$ cat src/sv/uabd_pkg.sv
// ----------------------------------------------------------------------------
// uabd_pkg
// Shared types and constants of the angle batch deframer: configuration
// bundle, classified byte passed from front to back, and result record.
// ----------------------------------------------------------------------------
package uabd_pkg;

  // Register indexes on the configuration port
  localparam logic [1:0] REG_TIMEOUT = 2'd0;
  localparam logic [1:0] REG_MAGIC   = 2'd1;
  localparam logic [1:0] REG_NODE    = 2'd2;

  // Reset values of the registers
  localparam logic [30:0] TIMEOUT_RESET = 31'd50;
  localparam logic [7:0]  MAGIC_RESET   = 8'hC6;
  localparam logic [2:0]  NODE_RESET    = 3'd0;

  // Tag byte that follows the sequence byte in the bus payload
  localparam logic [7:0] PAYLOAD_TAG = 8'h01;

  // Angle slots the bus payload has room for
  localparam int MAX_MOTORS = 6;

  typedef struct packed {
    logic [30:0] timeout_ms;
    logic [7:0]  magic_value;
    logic [2:0]  node_index;
  } cfg_t;

  typedef struct packed {
    logic [7:0] rx_byte;
    logic       is_magic;
    logic       timed_out;
  } item_t;

  typedef struct packed {
    logic              accepted;
    logic              frame_done;
    logic [7:0]        batch_seq;
    logic [63:0]       bus_payload;
    logic signed [7:0] own_angle;
  } result_t;

endpackage

$ cat src/sv/uart_angle_batch_deframer.sv
// ----------------------------------------------------------------------------
// uart_angle_batch_deframer
// Magic-byte fixed-length frame parser for batches of motor angles.
// ----------------------------------------------------------------------------
// Usage:
//   Input queue side: drive rx_byte/now_ms with push; a byte is taken on a
//   clock edge with push high and full low. Every byte gives one result.
//   Result queue side: while empty is low the oldest result sits on
//   accepted/frame_done/batch_seq/bus_payload/own_angle; pop takes it.
//   Path: a taken byte is classified and stored in the middle queue; the
//   frame tracker then builds its result into the result queue.
//   Throughput: one byte per cycle while the result queue is not full; the
//   frame position update in the back part is the loop that sets it.
//   Stall: when pop stays low the result queue fills, the back part holds,
//   the middle queue fills and full rises; nothing is dropped.
//   Reset (rst, synchronous): registers return to 50 ms timeout, magic
//   0xC6, node 0; frame position idle, last arrival time zero, queues empty.
//   Configuration: APB writes at 0x0 (timeout), 0x4 (magic), 0x8 (node);
//   write them only while no byte is in flight; pready is always high.
// ----------------------------------------------------------------------------
module uart_angle_batch_deframer #(
  parameter int MOTOR_COUNT = 6
) (
  input  logic              clk,
  input  logic              rst,
  // configuration port
  input  logic              psel,
  input  logic              penable,
  input  logic              pwrite,
  input  logic [3:0]        paddr,
  input  logic [31:0]       pwdata,
  output logic [31:0]       prdata,
  output logic              pready,
  // input queue
  input  logic              push,
  output logic              full,
  input  logic [7:0]        rx_byte,
  input  logic [31:0]       now_ms,
  // result queue
  output logic              empty,
  input  logic              pop,
  output logic              accepted,
  output logic              frame_done,
  output logic [7:0]        batch_seq,
  output logic [63:0]       bus_payload,
  output logic signed [7:0] own_angle
);
  import uabd_pkg::*;

  localparam int ITEM_W = $bits(item_t);
  localparam int RES_W  = $bits(result_t);

  cfg_t              cfg;
  logic              cfg_wr;
  item_t             front_item;
  logic              front_push;
  logic              mid_full;
  logic              mid_empty;
  logic              mid_pop;
  logic [ITEM_W-1:0] mid_rdata;
  item_t             back_item;
  logic              out_push;
  logic              out_full;
  result_t           back_res;
  logic [RES_W-1:0]  out_rdata;
  result_t           head;

  // Configuration registers: write on the access phase, ignore unused slots
  assign pready = 1'b1;
  assign cfg_wr = psel & penable & pwrite & pready;

  always_ff @(posedge clk) begin
    if (rst) begin
      cfg.timeout_ms  <= TIMEOUT_RESET;
      cfg.magic_value <= MAGIC_RESET;
      cfg.node_index  <= NODE_RESET;
    end else if (cfg_wr) begin
      case (paddr[3:2])
        REG_TIMEOUT: cfg.timeout_ms  <= pwdata[30:0];
        REG_MAGIC:   cfg.magic_value <= pwdata[7:0];
        REG_NODE:    cfg.node_index  <= pwdata[2:0];
        default:     ;
      endcase
    end
  end

  always_comb begin
    case (paddr[3:2])
      REG_TIMEOUT: prdata = {1'b0, cfg.timeout_ms};
      REG_MAGIC:   prdata = {24'd0, cfg.magic_value};
      REG_NODE:    prdata = {29'd0, cfg.node_index};
      default:     prdata = '0;
    endcase
  end

  // Front: classify each byte (gap timeout, magic match)
  uabd_front u_front (
    .clk      (clk),
    .rst      (rst),
    .cfg      (cfg),
    .push     (push),
    .full     (full),
    .rx_byte  (rx_byte),
    .now_ms   (now_ms),
    .mid_push (front_push),
    .mid_full (mid_full),
    .mid_item (front_item)
  );

  // Middle queue decouples front from the frame tracker
  uabd_fifo #(
    .WIDTH (ITEM_W),
    .DEPTH (2)
  ) u_mid_q (
    .clk   (clk),
    .rst   (rst),
    .push  (front_push),
    .full  (mid_full),
    .wdata (front_item),
    .pop   (mid_pop),
    .empty (mid_empty),
    .rdata (mid_rdata)
  );

  assign back_item = item_t'(mid_rdata);

  // Back: track the frame and build results
  uabd_back #(
    .MOTOR_COUNT (MOTOR_COUNT)
  ) u_back (
    .clk        (clk),
    .rst        (rst),
    .node_index (cfg.node_index),
    .mid_empty  (mid_empty),
    .mid_pop    (mid_pop),
    .mid_item   (back_item),
    .out_push   (out_push),
    .out_full   (out_full),
    .res        (back_res)
  );

  // Result queue holds finished results while the receiver stalls
  uabd_fifo #(
    .WIDTH (RES_W),
    .DEPTH (2)
  ) u_out_q (
    .clk   (clk),
    .rst   (rst),
    .push  (out_push),
    .full  (out_full),
    .wdata (back_res),
    .pop   (pop),
    .empty (empty),
    .rdata (out_rdata)
  );

  assign head        = result_t'(out_rdata);
  assign accepted    = head.accepted;
  assign frame_done  = head.frame_done;
  assign batch_seq   = head.batch_seq;
  assign bus_payload = head.bus_payload;
  assign own_angle   = head.own_angle;

endmodule

$ cat src/sv/uabd_fifo.sv
// ----------------------------------------------------------------------------
// uabd_fifo
// Small flop-based queue with push/full and pop/empty sides.
// ----------------------------------------------------------------------------
module uabd_fifo #(
  parameter int WIDTH = 8,
  parameter int DEPTH = 2
) (
  input  logic             clk,
  input  logic             rst,
  input  logic             push,
  output logic             full,
  input  logic [WIDTH-1:0] wdata,
  input  logic             pop,
  output logic             empty,
  output logic [WIDTH-1:0] rdata
);

  localparam int CNT_W = $clog2(DEPTH + 1);
  localparam int PTR_W = $clog2(DEPTH);
  localparam logic [PTR_W-1:0] LAST_PTR = PTR_W'(DEPTH - 1);
  localparam logic [CNT_W-1:0] FULL_CNT = CNT_W'(DEPTH);

  logic [WIDTH-1:0] mem [DEPTH];
  logic [PTR_W-1:0] wr_ptr;
  logic [PTR_W-1:0] rd_ptr;
  logic [CNT_W-1:0] count;
  logic             do_push;
  logic             do_pop;

  assign full    = (count == FULL_CNT);
  assign empty   = (count == '0);
  assign do_push = push & ~full;
  assign do_pop  = pop & ~empty;
  assign rdata   = mem[rd_ptr];

  always_ff @(posedge clk) begin
    if (rst) begin
      wr_ptr <= '0;
      rd_ptr <= '0;
      count  <= '0;
    end else begin
      if (do_push) begin
        wr_ptr <= (wr_ptr == LAST_PTR) ? '0 : wr_ptr + PTR_W'(1);
      end
      if (do_pop) begin
        rd_ptr <= (rd_ptr == LAST_PTR) ? '0 : rd_ptr + PTR_W'(1);
      end
      if (do_push && !do_pop) begin
        count <= count + CNT_W'(1);
      end else if (do_pop && !do_push) begin
        count <= count - CNT_W'(1);
      end
    end
  end

  always_ff @(posedge clk) begin
    if (do_push) begin
      mem[wr_ptr] <= wdata;
    end
  end

  a_count_bound: assert property (@(posedge clk) disable iff (rst) count <= FULL_CNT)
    else $error("queue count beyond depth");
  a_count_up: assert property (@(posedge clk) disable iff (rst)
    (do_push && !do_pop) |=> count == $past(count) + CNT_W'(1))
    else $error("queue count did not advance on push");
  a_count_down: assert property (@(posedge clk) disable iff (rst)
    (do_pop && !do_push) |=> count == $past(count) - CNT_W'(1))
    else $error("queue count did not drop on pop");

endmodule

$ cat src/sv/uabd_front.sv
// ----------------------------------------------------------------------------
// uabd_front
// Input side: take a byte, test the inter-byte gap and the magic value,
// and hand the classified byte to the middle queue.
// ----------------------------------------------------------------------------
module uabd_front (
  input  logic            clk,
  input  logic            rst,
  input  uabd_pkg::cfg_t  cfg,
  input  logic            push,
  output logic            full,
  input  logic [7:0]      rx_byte,
  input  logic [31:0]     now_ms,
  output logic            mid_push,
  input  logic            mid_full,
  output uabd_pkg::item_t mid_item
);
  import uabd_pkg::*;

  logic [31:0] last_byte_time;
  logic [31:0] gap;

  assign full     = mid_full;
  assign mid_push = push;

  // Negative gap (wrapped backwards) never times out
  assign gap = now_ms - last_byte_time;

  always_comb begin
    mid_item.rx_byte   = rx_byte;
    mid_item.is_magic  = (rx_byte == cfg.magic_value);
    mid_item.timed_out = ~gap[31] & (gap[30:0] > cfg.timeout_ms);
  end

  // Record the arrival time of every accepted byte
  always_ff @(posedge clk) begin
    if (rst) begin
      last_byte_time <= '0;
    end else if (push && !mid_full) begin
      last_byte_time <= now_ms;
    end
  end

endmodule

$ cat src/sv/uabd_back.sv
// ----------------------------------------------------------------------------
// uabd_back
// Frame tracker: advance the frame position, collect the frame bytes and
// build the result record for each classified byte.
// ----------------------------------------------------------------------------
module uabd_back #(
  parameter int MOTOR_COUNT = 6
) (
  input  logic              clk,
  input  logic              rst,
  input  logic [2:0]        node_index,
  input  logic              mid_empty,
  output logic              mid_pop,
  input  uabd_pkg::item_t   mid_item,
  output logic              out_push,
  input  logic              out_full,
  output uabd_pkg::result_t res
);
  import uabd_pkg::*;

  localparam int SLOTS = MOTOR_COUNT + 1;
  localparam int IDX_W = $clog2(SLOTS);
  localparam int POS_W = $clog2(MOTOR_COUNT + 2);
  localparam logic [POS_W-1:0] LAST_POS = POS_W'(MOTOR_COUNT + 1);
  localparam logic [3:0] MC4 = 4'(MOTOR_COUNT);

  logic [POS_W-1:0] pos;
  logic [POS_W-1:0] pos_next;
  logic [POS_W-1:0] pos_eff;
  logic [7:0]       frame_bytes [SLOTS];
  logic [7:0]       view [SLOTS];
  logic [7:0]       pl_bytes [MAX_MOTORS];
  logic [IDX_W-1:0] wr_idx;
  logic [IDX_W-1:0] own_sel;
  logic             own_ok;
  logic             wr_en;
  logic             done;
  logic             advance;
  logic [63:0]      payload;

  assign advance  = ~mid_empty & ~out_full;
  assign mid_pop  = advance;
  assign out_push = advance;

  // A timed-out partial frame is dropped before the byte is looked at
  assign pos_eff = mid_item.timed_out ? '0 : pos;
  assign wr_en   = ~mid_item.is_magic & (pos_eff != '0);
  assign wr_idx  = IDX_W'(pos_eff - POS_W'(1));
  assign done    = wr_en & (pos_eff == LAST_POS);

  always_comb begin
    if (mid_item.is_magic) begin
      pos_next = POS_W'(1);
    end else if (pos_eff == '0 || done) begin
      pos_next = '0;
    end else begin
      pos_next = pos_eff + POS_W'(1);
    end
  end

  // Frame bytes with the current byte forwarded into its slot
  always_comb begin
    for (int k = 0; k < SLOTS; k++) begin
      view[k] = (wr_en && wr_idx == IDX_W'(k)) ? mid_item.rx_byte : frame_bytes[k];
    end
  end

  for (genvar g = 0; g < MAX_MOTORS; g++) begin : g_slot
    if (g < MOTOR_COUNT) begin : g_used
      assign pl_bytes[g] = view[g+1];
    end else begin : g_unused
      assign pl_bytes[g] = '0;
    end
  end

  always_comb begin
    payload       = '0;
    payload[7:0]  = view[0];
    payload[15:8] = PAYLOAD_TAG;
    for (int i = 0; i < MAX_MOTORS; i++) begin
      payload[8*(i+2) +: 8] = pl_bytes[i];
    end
  end

  assign own_ok  = ({1'b0, node_index} < MC4);
  assign own_sel = IDX_W'({1'b0, node_index} + 4'd1);

  always_comb begin
    res.accepted    = mid_item.is_magic | wr_en;
    res.frame_done  = done;
    res.batch_seq   = done ? view[0] : '0;
    res.bus_payload = done ? payload : '0;
    res.own_angle   = (done && own_ok) ? view[own_sel] : '0;
  end

  always_ff @(posedge clk) begin
    if (rst) begin
      pos <= '0;
    end else if (advance) begin
      pos <= pos_next;
    end
  end

  always_ff @(posedge clk) begin
    if (advance && wr_en) begin
      frame_bytes[wr_idx] <= mid_item.rx_byte;
    end
  end

  a_pos_bound: assert property (@(posedge clk) disable iff (rst) pos <= LAST_POS)
    else $error("frame position out of range");
  a_done_accepted: assert property (@(posedge clk) disable iff (rst)
    (out_push && res.frame_done) |-> res.accepted)
    else $error("completed frame on a rejected byte");
  a_done_idle: assert property (@(posedge clk) disable iff (rst)
    (out_push && res.frame_done) |=> pos == '0)
    else $error("frame position not idle after completion");

endmodule
$ cat config.mk
export PLATFORM = sky130hd
export DESIGN_NAME = uart_angle_batch_deframer
export DESIGN_NICKNAME = d
export VERILOG_FILES = /design/src/sv/uabd_pkg.sv /design/src/sv/uart_angle_batch_deframer.sv /design/src/sv/uabd_fifo.sv /design/src/sv/uabd_front.sv /design/src/sv/uabd_back.sv
export SDC_FILE = /design/constraint.sdc
export NUM_CORES = 1
export LEC_CHECK = 0
export ABC_AREA = 1
export BUFFER_PORTS_ARGS = -buffer_cell sky130_fd_sc_hd__buf_4
export CAP_MARGIN = 10
export CORE_MARGIN = 10
export CORE_UTILIZATION = 30
export DETAILED_ROUTE_END_ITERATION = 10
export PLACE_DENSITY = 0.5
export SLEW_MARGIN = 15
export SYNTH_ARGS = -nofsm -noshare
export SYNTH_HDL_FRONTEND = slang
export SYNTH_SLANG_ARGS = --single-unit
$ cat constraint.sdc
create_clock -name clk -period 5 [get_ports clk]
set_input_delay 0 -clock clk [delete_from_list [all_inputs] [get_ports clk]]
set_output_delay 0 -clock clk [all_outputs]
set_load 0.005 [all_outputs]
Word level (Yosys, flattened, before mapping)
Memory sizes are Yosys's and may differ from the RTL's. A register that Yosys moved wholly into a read port is not among the register bits.
Index checks and enable logic that the tools add are counted.
{"block": "word_totals", "regBits": 85, "mem_bits_rw": 240, "input_bits": 83, "out_inout_bits": 117, "wordCells": 125, "mem_count": 3}
{"block": "classes", "addsub": 12, "magnitude_cmp": 3, "n_eq_ne": 12, "muxes": 35, "n_bitwise": 18, "n_reduce_logical": 31}
{"name": "u_out_q.mem", "words": 2, "word_bits": 82, "rd": 1, "rd_ports_with_merged_regs": 1, "wr": 1, "line": "uabd_fifo.sv:24", "source": "logic [WIDTH-1:0] mem [DEPTH];"}
{"name": "u_back.frame_bytes", "words": 7, "word_bits": 8, "rd": 7, "rd_ports_with_merged_regs": 0, "wr": 1, "line": "uabd_back.sv:30", "source": "logic [7:0] frame_bytes [SLOTS];"}
{"name": "u_mid_q.mem", "words": 2, "word_bits": 10, "rd": 1, "rd_ports_with_merged_regs": 1, "wr": 1, "line": "uabd_fifo.sv:24"}
{"op": "one-hot mux 31 bit (3 select lines)", "n": 1}
{"op": "2-to-1 mux 8 bit", "n": 11}
{"op": "2-to-1 mux 64 bit", "n": 1}
{"op": "subtractor 32 bit", "n": 1}
{"op": "> comparator 31 bit", "n": 1}
{"op": "binary-select mux 8 bit (select 3 bit)", "n": 1}
{"op": "logical AND 1 bit", "n": 14}
{"op": "2-to-1 mux 1 bit", "n": 14}
{"op": "equality test 3 bit, second input constant", "n": 4}
{"op": "bitwise AND 1 bit", "n": 10}
{"op": "2-to-1 mux 3 bit", "n": 3}
{"op": "equality test 8 bit", "n": 1}
{"op": "2-to-1 mux 2 bit", "n": 4}
{"op": "adder 3 x 1 -> 3 bit, second input constant", "n": 2}
{"op": "equality test 2 bit, second input constant", "n": 3}
{"op": "equality test 3 x 2 -> 1 bit, second input constant", "n": 2}
{"op": "logical NOT 2 bit", "n": 3}
{"op": "logical NOT 3 bit", "n": 2}
{"op": "NOT 1 bit", "n": 6}
{"op": "AND reduction 2 bit", "n": 3}
{"op": "logical NOT 1 bit", "n": 5}
{"op": "adder 1 bit, second input constant", "n": 4}
{"op": "adder 2 x 1 -> 2 bit, second input constant", "n": 2}
{"op": "greater-or-equal comparator 4 bit, second input constant", "n": 1}
{"op": "10 further kinds", "n": 12}

Logic depth before layout (Yosys ltp)
Gate-level depths: netlist of the first run.
{"block": "depth", "word_depth": 9, "mapped_depth": 24, "mapped_depth_nobuf": 24}

By module
A second synthesis of the first run with hierarchy kept.
{"block": "unflattened", "hier_cells": 1934, "hier_area_um2": 18074.8}
{"mod": "uabd_fifo at u_out_q", "n_inst": 1, "cells_per_inst": 292, "area_each_um2": 6566.3, "seq_area_each_um2": 5024.8}
{"mod": "uabd_front", "n_inst": 1, "cells_per_inst": 693, "area_each_um2": 4284.1, "seq_area_each_um2": 640.6}
{"mod": "uabd_back", "n_inst": 1, "cells_per_inst": 546, "area_each_um2": 4092.7, "seq_area_each_um2": 1741.7}
{"mod": "uart_angle_batch_deframer", "n_inst": 1, "cells_per_inst": 335, "area_each_um2": 2160.8, "seq_area_each_um2": 840.8}
{"mod": "uabd_fifo at u_mid_q", "n_inst": 1, "cells_per_inst": 68, "area_each_um2": 970.9, "seq_area_each_um2": 700.7}

Worst setup path before layout of the first run
Ideal clock, no wire load.
{"block": "synth_timing", "path_kind": "register to register", "from": "reg u_out_q.count[1]", "to": "mem u_out_q.mem[1][0] in the netlist's numbering (enable)", "arrival_ns": 3.323, "path_slack_ns": 1.185, "path_stages_with_launch": 4, "synth_period_minus_slack_ns": 3.815, "cell_sequence": "dfxtp_1 -> inv_1 -> o22ai_2 -> nor2_1"}
{"block": "synth_via", "elab_chain_cells": 6}
{"item": "from (decl)", "line": "uabd_fifo.sv:27", "source": "logic [CNT_W-1:0] count;"}
{"item": "from (signal assigned)", "line": "uabd_fifo.sv:50", "source": "count <= count + CNT_W'(1);"}
{"item": "from (signal assigned)", "line": "uabd_fifo.sv:52", "source": "count <= count - CNT_W'(1);"}
{"item": "equality test 2 bit (*)", "line": "uabd_fifo.sv:31", "source": "assign full = (count == FULL_CNT);"}
{"item": "NOT 1 bit (*)", "line": "uabd_fifo.sv:33, uabd_back.sv:41"}
{"item": "bitwise AND 1 bit", "line": "uabd_back.sv:41", "source": "assign advance = ~mid_empty & ~out_full;"}
{"item": "bitwise AND 1 bit (*)", "line": "uabd_fifo.sv:33", "source": "assign do_push = push & ~full;"}
{"item": "2-to-1 mux 1 bit (*)", "line": "uabd_fifo.sv:58", "source": "if (do_push) begin"}
{"item": "2-to-1 mux 1 bit (implied by the code) (*)", "line": "uabd_fifo.sv:59", "source": "mem[wr_ptr] <= wdata;"}
{"item": "to (decl)", "line": "uabd_fifo.sv:24"}
Every way passes the cells marked *; elsewhere a longest branch is shown, timed or not.

==> out/qor.yml, run 1 <==
path_max_fanout: 12
critPathArrivalTime_ps: 4030
setup_slack_ps: 1241
n_fill_cell: 5017
synthAdderAreaFrac_pct: 6.075
synth.yosys.seq_area_share_pct: 51.99
postPlaceCellArea_um2: 17400
ir_worst_vdd_uv: 358.2
clk_path_buf_depth: 3
htreeDepth: 2
place_worst_setup_slack_ps: 1241
finalHoldViolations: 0
setup_violations: 0
fin_area_um2: 19370
routabilityCongestion: 0.9417
firstDrtPassIters: 7
core_um2: 50380
antenna_cells: 0
num_vias: 12320
fin_tns_setup_ps: 0
syn_inst: 1715
yosys.area_share.xor_xnor_pct: 1.368
slew_violations: 0
synth-seq-cells: 295
drive_gt1_share_pct: 16.92
power_mw: 8.820
start_kind: "register"
end_kind: "register"
clk_latency_ps: 570
numCtsBuffers: 37
viasPerCell: 4.615
grt_usage_pct: 14.07
fin_crit_ps: 3759
max_clock_freq_mhz: 266.1
grt_pass1_vias: 12110
cts_setup_buffers: 0
grt_max_degree: 67
synth-compound-area-share_pct: 9.814
cp.required_ps: 5280
cts_tree: "built"
antenna_found_initial: 0
synth-edff-count: 208
initial_utilization_pct: 30.50
fin_skew_ps: 34.48
synth_flop_cell: "edfxtp_1"
syn_area_per_cell_um2: 8.958
cts_sinks: 295
power_density_nw_per_um2: 455.3
worstSetupPathType: "reg2reg"
drtAntennaViolNets: 0
wl_mm: 43.96
synth.distinct_cells: 41
clkTransAtPathRegs_ps: 60
worst_pin_slew_ps: 1096
dp_hpwl_mm: 32.45
clockRootBuffer: "clkbuf_16"
drv_cap: 0
port_buffers: 187
num_rows: 82
netlist_area_um2: 15360
min_path_type: "in2reg"
p_leak_nw: 8.156
chipHeight_um: 246.3
drt_iter0_markers: 630
slew_headroom_pct: 26.87
area_delta_synth_final_pct: 26.09
synthMuxAreaShare_pct: 4.903
grt_overflow_total: 0
ios: 200
nNetsFinal: 2126
drt-wirelength-per-cell_um: 16.46
drc: 0
grt_pass1_wl_mm: 67.77
ys_async_sr_fraction_pct: 0
status: "complete, no violations"
yosysWarnings: 0
die_x_um: 246.3
die-area_um2: 60660
synth_top_family_by_area: "simple AND/OR/NAND/NOR gates"
rsz0062_at_grt: "no"
final.period_utilization_pct: 75.17
synth_simple_gate_area_share_pct: 18.72
-- flip-flops by register name, indices dropped and copies added, names as in the netlist, named ones only --
register,cells
u_mid_q.rd_ptr,1
u_out_q.mem,132
u_front.last_byte_time,32
u_back.frame_bytes,56
u_mid_q.mem,20
u_mid_q.count,2
u_back.pos,3
u_out_q.wr_ptr,1
cfg,42
u_mid_q.wr_ptr,1
u_out_q.rd_ptr,1
u_out_q.count,2
-- cell type report --
cell class	count	area (um2)	share of cell area (%)
well taps	672	840.8	4.341
clock inverters	16	206.4	1.066
multi-input cells	1161	6346	32.76
clock buffers	52	1002	5.174
inverters	203	762.0	3.934
repair buffers	271	2225	11.48
flip-flops and latches	295	7989	41.24
-- cells by family (layout without fill, tap and decap cells) --
kind of cell    count (synthesis)  after routing
mux                            67             67
compound gates                283            283
buf+inv                       266            542
simple gates                  704            704
flops                         295            295
fa+ha+maj                      74             74
other cells                     2              9
xor+xnor                       24             24
-- power breakdown --
part	switching, mW	leakage, nW	total (mW)	internal (mW)
clock	1.06	0.576	2.63	1.57
combinational	1.68	4.91	2.82	1.14
sequential	0.125	2.67	3.37	3.24
total	2.87	8.16	8.82	5.95
-- layout by cell type (no fill, tap or decap), drive strengths merged, types with 76 or more instances in the layout --
cell type and instances:
a21oi 136, buf 195, dfxtp 87, dlygate4sd3 76, edfxtp 208, inv 201
nand2 399, nand3 91, nor2 184, o21ai 115
-- worst max-delay path, stage by stage, from the launching register on --
cell and delay, ps:
dfxtp_1 600, mux2i_1 350, nand2_1 190, ha_1 270, ha_1 230, inv_2 190
nand3_4 220, nor2_1 650, nand2_1 150, nand3_1 120, nand3_1 80, o21ai_0 320
nor2_1 120
-- path summary, 6_finish.rpt --
kind	start	endpoint	slack [ps]	cells after the start
max	register	u_out_q.mem[1][7]	1240	12
min	penable	cfg[12]	20	4
max reg2reg	register	u_out_q.mem[1][7]	1240	12
min reg2reg	u_front.last_byte_time[19]	u_front.last_byte_time[19]	460	2
-- stage by stage --
step / std cells / utilization [%] / hold slack, ps
floorplan: 1722 / - / 69.07
global placement: 2526 / 34.54 / 186.4
detailed placement: 2526 / 34.54 / 193.8
CTS: 2670 / 38.45 / 3.516
global route: 2670 / 38.45 / 48.91
finish: 2670 / 38.45 / 21.65
-- what timing repair did --
action                                 4_1_cts  5_1_grt
resized for setup                            0        0
endpoints found under the hold margin       98        0
hold buffers                                76        0
-- Yosys cell counts (5+ instances only) --
master	number	share of area [%]
o21bai_1	9	0.44
nor2_1	177	4.3
o211ai_1	7	0.34
or2_2	6	0.24
nor3_1	9	0.29
mux2_2	66	4.8
xor2_1	16	0.91
o21ai_0	113	3.7
buf_4	21	1.0
ha_1	73	5.9
a21o_1	7	0.34
clkbuf_1	32	0.78
inv_1	198	4.8
nand2_1	397	9.7
a21oi_1	135	4.4
nand4_1	8	0.33
xnor2_1	8	0.46
dfxtp_1	87	11
buf_2	8	0.26
o21a_1	5	0.24
nand3_1	90	2.9
edfxtp_1	208	41
-- routing by layer --
metal	wire (um)	vias to the layer above	GRT usage (%)
met4	1050	0	4.546
met1	18610	5728	16.69
met3	2348	69	2.857
met2	21950	305	24.96
met5	0	-	0
li1	-	6220	-
Note: power is estimated with default switching activity, not from simulation.
==> inputs of run 2 (changes only) <==
ABC_AREA = 0   (was 1)
PLACE_DENSITY = 0.52   (was 0.5)
clock period = 3.1 ns   (was 5 ns; I/O delays follow)
==> run 2 against run 1 <==
  * The run now ends with negative setup slack left
  * Cell area grew 6.1%
  * Worst setup slack worse by 1700 ps
  * Maximum frequency is 6.0% higher
  * Synthesized area fell by 2.6%
  * Clock power grew 66%
  * Worst hold slack gained 11 ps
  * Combinational power rose by 73%
  * Critical path depth is 5 higher
  * First-iteration DRC count decreased by 2.2%
==> out/qor.yml, run 2 <==
largest_reg_flops: 132
routabilityCongestion: 0.8409
drive_gt1_share_pct: 30.78
rsz0062_at_grt: "yes"
nNetsFinal: 1973
n_fill_cell: 4793
synthTopCellsByCount: "edfxtp_1 (208), nand2_1 (181), nor2_1 (150), a21oi_1 (148), dfxtp_1 (87)"
violations: "negative setup slack"
clk_path_buf_depth: 3
grt_pass1_vias: 11960
setup_violations: 2
port_buffers: 187
drtAntennaViolNets: 0
clk_latency_ps: 550
ys_async_sr_fraction_pct: 0
seq_area_um2: 7999
worstSetupPathType: "reg2reg"
largest-register: "u_out_q.mem"
cts_sinks: 295
initial_utilization_pct: 30.46
clockRootBuffer: "clkbuf_16"
path_max_fanout: 3
finalHoldViolations: 0
yosysWarnings: 0
viasPerCell: 4.664
antenna_cells: 0
critPathArrivalTime_ps: 3820
drt_iter0_markers: 616
grt_usage_pct: 14.21
end_kind: "register"
final_cell_mix: "buf_4 (357), edfxtp_1 (208), nand2_1 (181)"
drv_cap: 0
numCtsBuffers: 36
p_leak_nw: 7.981
power_density_nw_per_um2: 710.8
synth.distinct_cells: 67
fin_skew_ps: 23.95
place_worst_setup_slack_ps: -512.5
yosys-top-cells-area: "edfxtp_1 (42%), dfxtp_1 (12%), ha_1 (6.1%), mux2_2 (5.0%), a21oi_1 (4.9%)"
netlist_area_um2: 14970
synth.yosys.seq_area_share_pct: 53.36
antenna_found_initial: 0
slew_violations: 0
ir_worst_vdd_uv: 381.4
clkTransAtPathRegs_ps: 60
synth_top_area_cell: "edfxtp_1"
multi_input_area_um2: 6615
num_rows: 81
syn_area_per_cell_um2: 10.59
dp_hpwl_mm: 31.79
fin_tns_setup_ps: -893.2
area_delta_synth_final_pct: 37.31
worst_pin_slew_ps: 984.4
syn_inst: 1414
top_regs: "u_out_q.mem (132), u_back.frame_bytes (56), cfg (42)"
status: "complete, but fails checks"
synth_flop_cell: "edfxtp_1"
min_path_type: "in2reg"
die-area_um2: 59240
chipHeight_um: 243.4
cp.required_ps: 3380
core_um2: 49150
grt_overflow_total: 0
cts_tree: "built"
grt_max_degree: 88
synth_most_common_cell: "edfxtp_1"
drt-wirelength-per-cell_um: 17.32
grt_pass1_wl_mm: 67.59
slew_headroom_pct: 34.37
r2r_slack_ps: -450
drc: 0
max_clock_freq_mhz: 282.0
firstDrtPassIters: 6
fin_crit_ps: 3547
synth_top_cell_area_share_pct: 41.72
start_kind: "register"
num_vias: 11690
ios: 200
die_x_um: 243.4
synth-edff-count: 208
final.period_utilization_pct: 114.4
synth-seq-cells: 295
setup_slack_ps: -446.6
layout_commonest_cell: "buf_4"
wl_mm: 43.40
htreeDepth: 2
==> run 2: cell type report <==
class                      instances  share of cell area [%]
inverter                          87                   1.589
multi-input combinational        958                   32.18
clock inverter                    21                   1.296
timing repair buffer             438                   17.32
sequential                       295                   38.91
tap                              664                   4.042
clock buffer                      43                   4.656
==> run 2: power by group <==
| part | internal [mW] | total (mW) | switching (mW) |
|---|---|---|---|
| Sequential | 5.13 | 5.36 | 0.227 |
| Clock | 2.70 | 4.37 | 1.66 |
| Combinational | 2.43 | 4.88 | 2.45 |
| Total | 10.3 | 14.6 | 4.34 |
==> run 2: metrics by stage <==
| stage | cells | hold slack [ps] | total power [mW] | instance area [um2] | util [%] |
|---|---|---|---|---|---|
| 6_report | 2506 | 33.14 | 14.61 | 20560 | 41.82 |
| 5_1_grt | 2506 | 108.9 | 15.48 | 20560 | 41.82 |
| 4_1_cts | 2502 | 1.422 | 14.83 | 20490 | 41.69 |
| 3_5_place_dp | 2362 | 221.0 | 10.28 | 18450 | 37.54 |
| 3_3_place_gp | 2362 | 214.7 | 10.21 | 18450 | 37.54 |
| 2_1_floorplan | 1421 | 98.87 | 7.999 | 15220 | - |
==> run 2: cell families (layout without fill, tap and decap cells) <==
kind of cell / count (synthesis) / after routing / share of synthesized area [%]
other cells: 2 / 9 / 0.05016
compound gates: 263 / 263 / 10.38
xor+xnor: 45 / 45 / 2.633
flops: 295 / 295 / 53.36
fa+ha+maj: 74 / 74 / 6.235
mux: 110 / 110 / 8.692
simple gates: 455 / 457 / 13.77
buf+inv: 170 / 589 / 4.881
==> run 2: critical path, cell delays in order, from the launching register on <==
cell and delay [ps]:
dfxtp_2 330, inv_2 40, ha_4 210, a21o_1 180, or3_4 340, o211ai_1 280
nand4_1 270, a21oi_2 280, o2111ai_2 150, o311a_1 160, ha_1 320, nand3_2 120
nor2_1 110, nand3_1 90, nor4_2 170, nor2b_1 70, o21ai_1 70, mux2i_1 100
==> run 2: path summary, 6_finish.rpt <==
path	start	to	depth (start not counted)
worst max-delay path	u_front.last_byte_time[4]	u_mid_q.mem[1][0]	17
worst min-delay path	push	u_mid_q.count[0]	6
worst max register to register	u_front.last_byte_time[4]	u_mid_q.mem[1][0]	17
worst min register to register	u_front.last_byte_time[5]	u_front.last_byte_time[5]	2
==> run 2: what timing repair did <==
item / CTS / global route
gates cloned: 0 / 2
hold endpoints to repair: 94 / 0
hold buffers: 74 / 0
buffers inserted: 2 / 2
setup endpoints to repair: 18 / 6
gates resized for setup: 12 / 5
pin swaps: 6 / 7
==> run 2: metal layers <==
layer | share of wire [%] | global-route usage [%] | vias to the layer above
met3 | 5.5 | 3.348 | 69
met2 | 48 | 24.02 | 271
met1 | 44 | 17.62 | 5569
met4 | 2.7 | 4.356 | 0
met5 | 0 | 0 | -
li1 | - | - | 5779
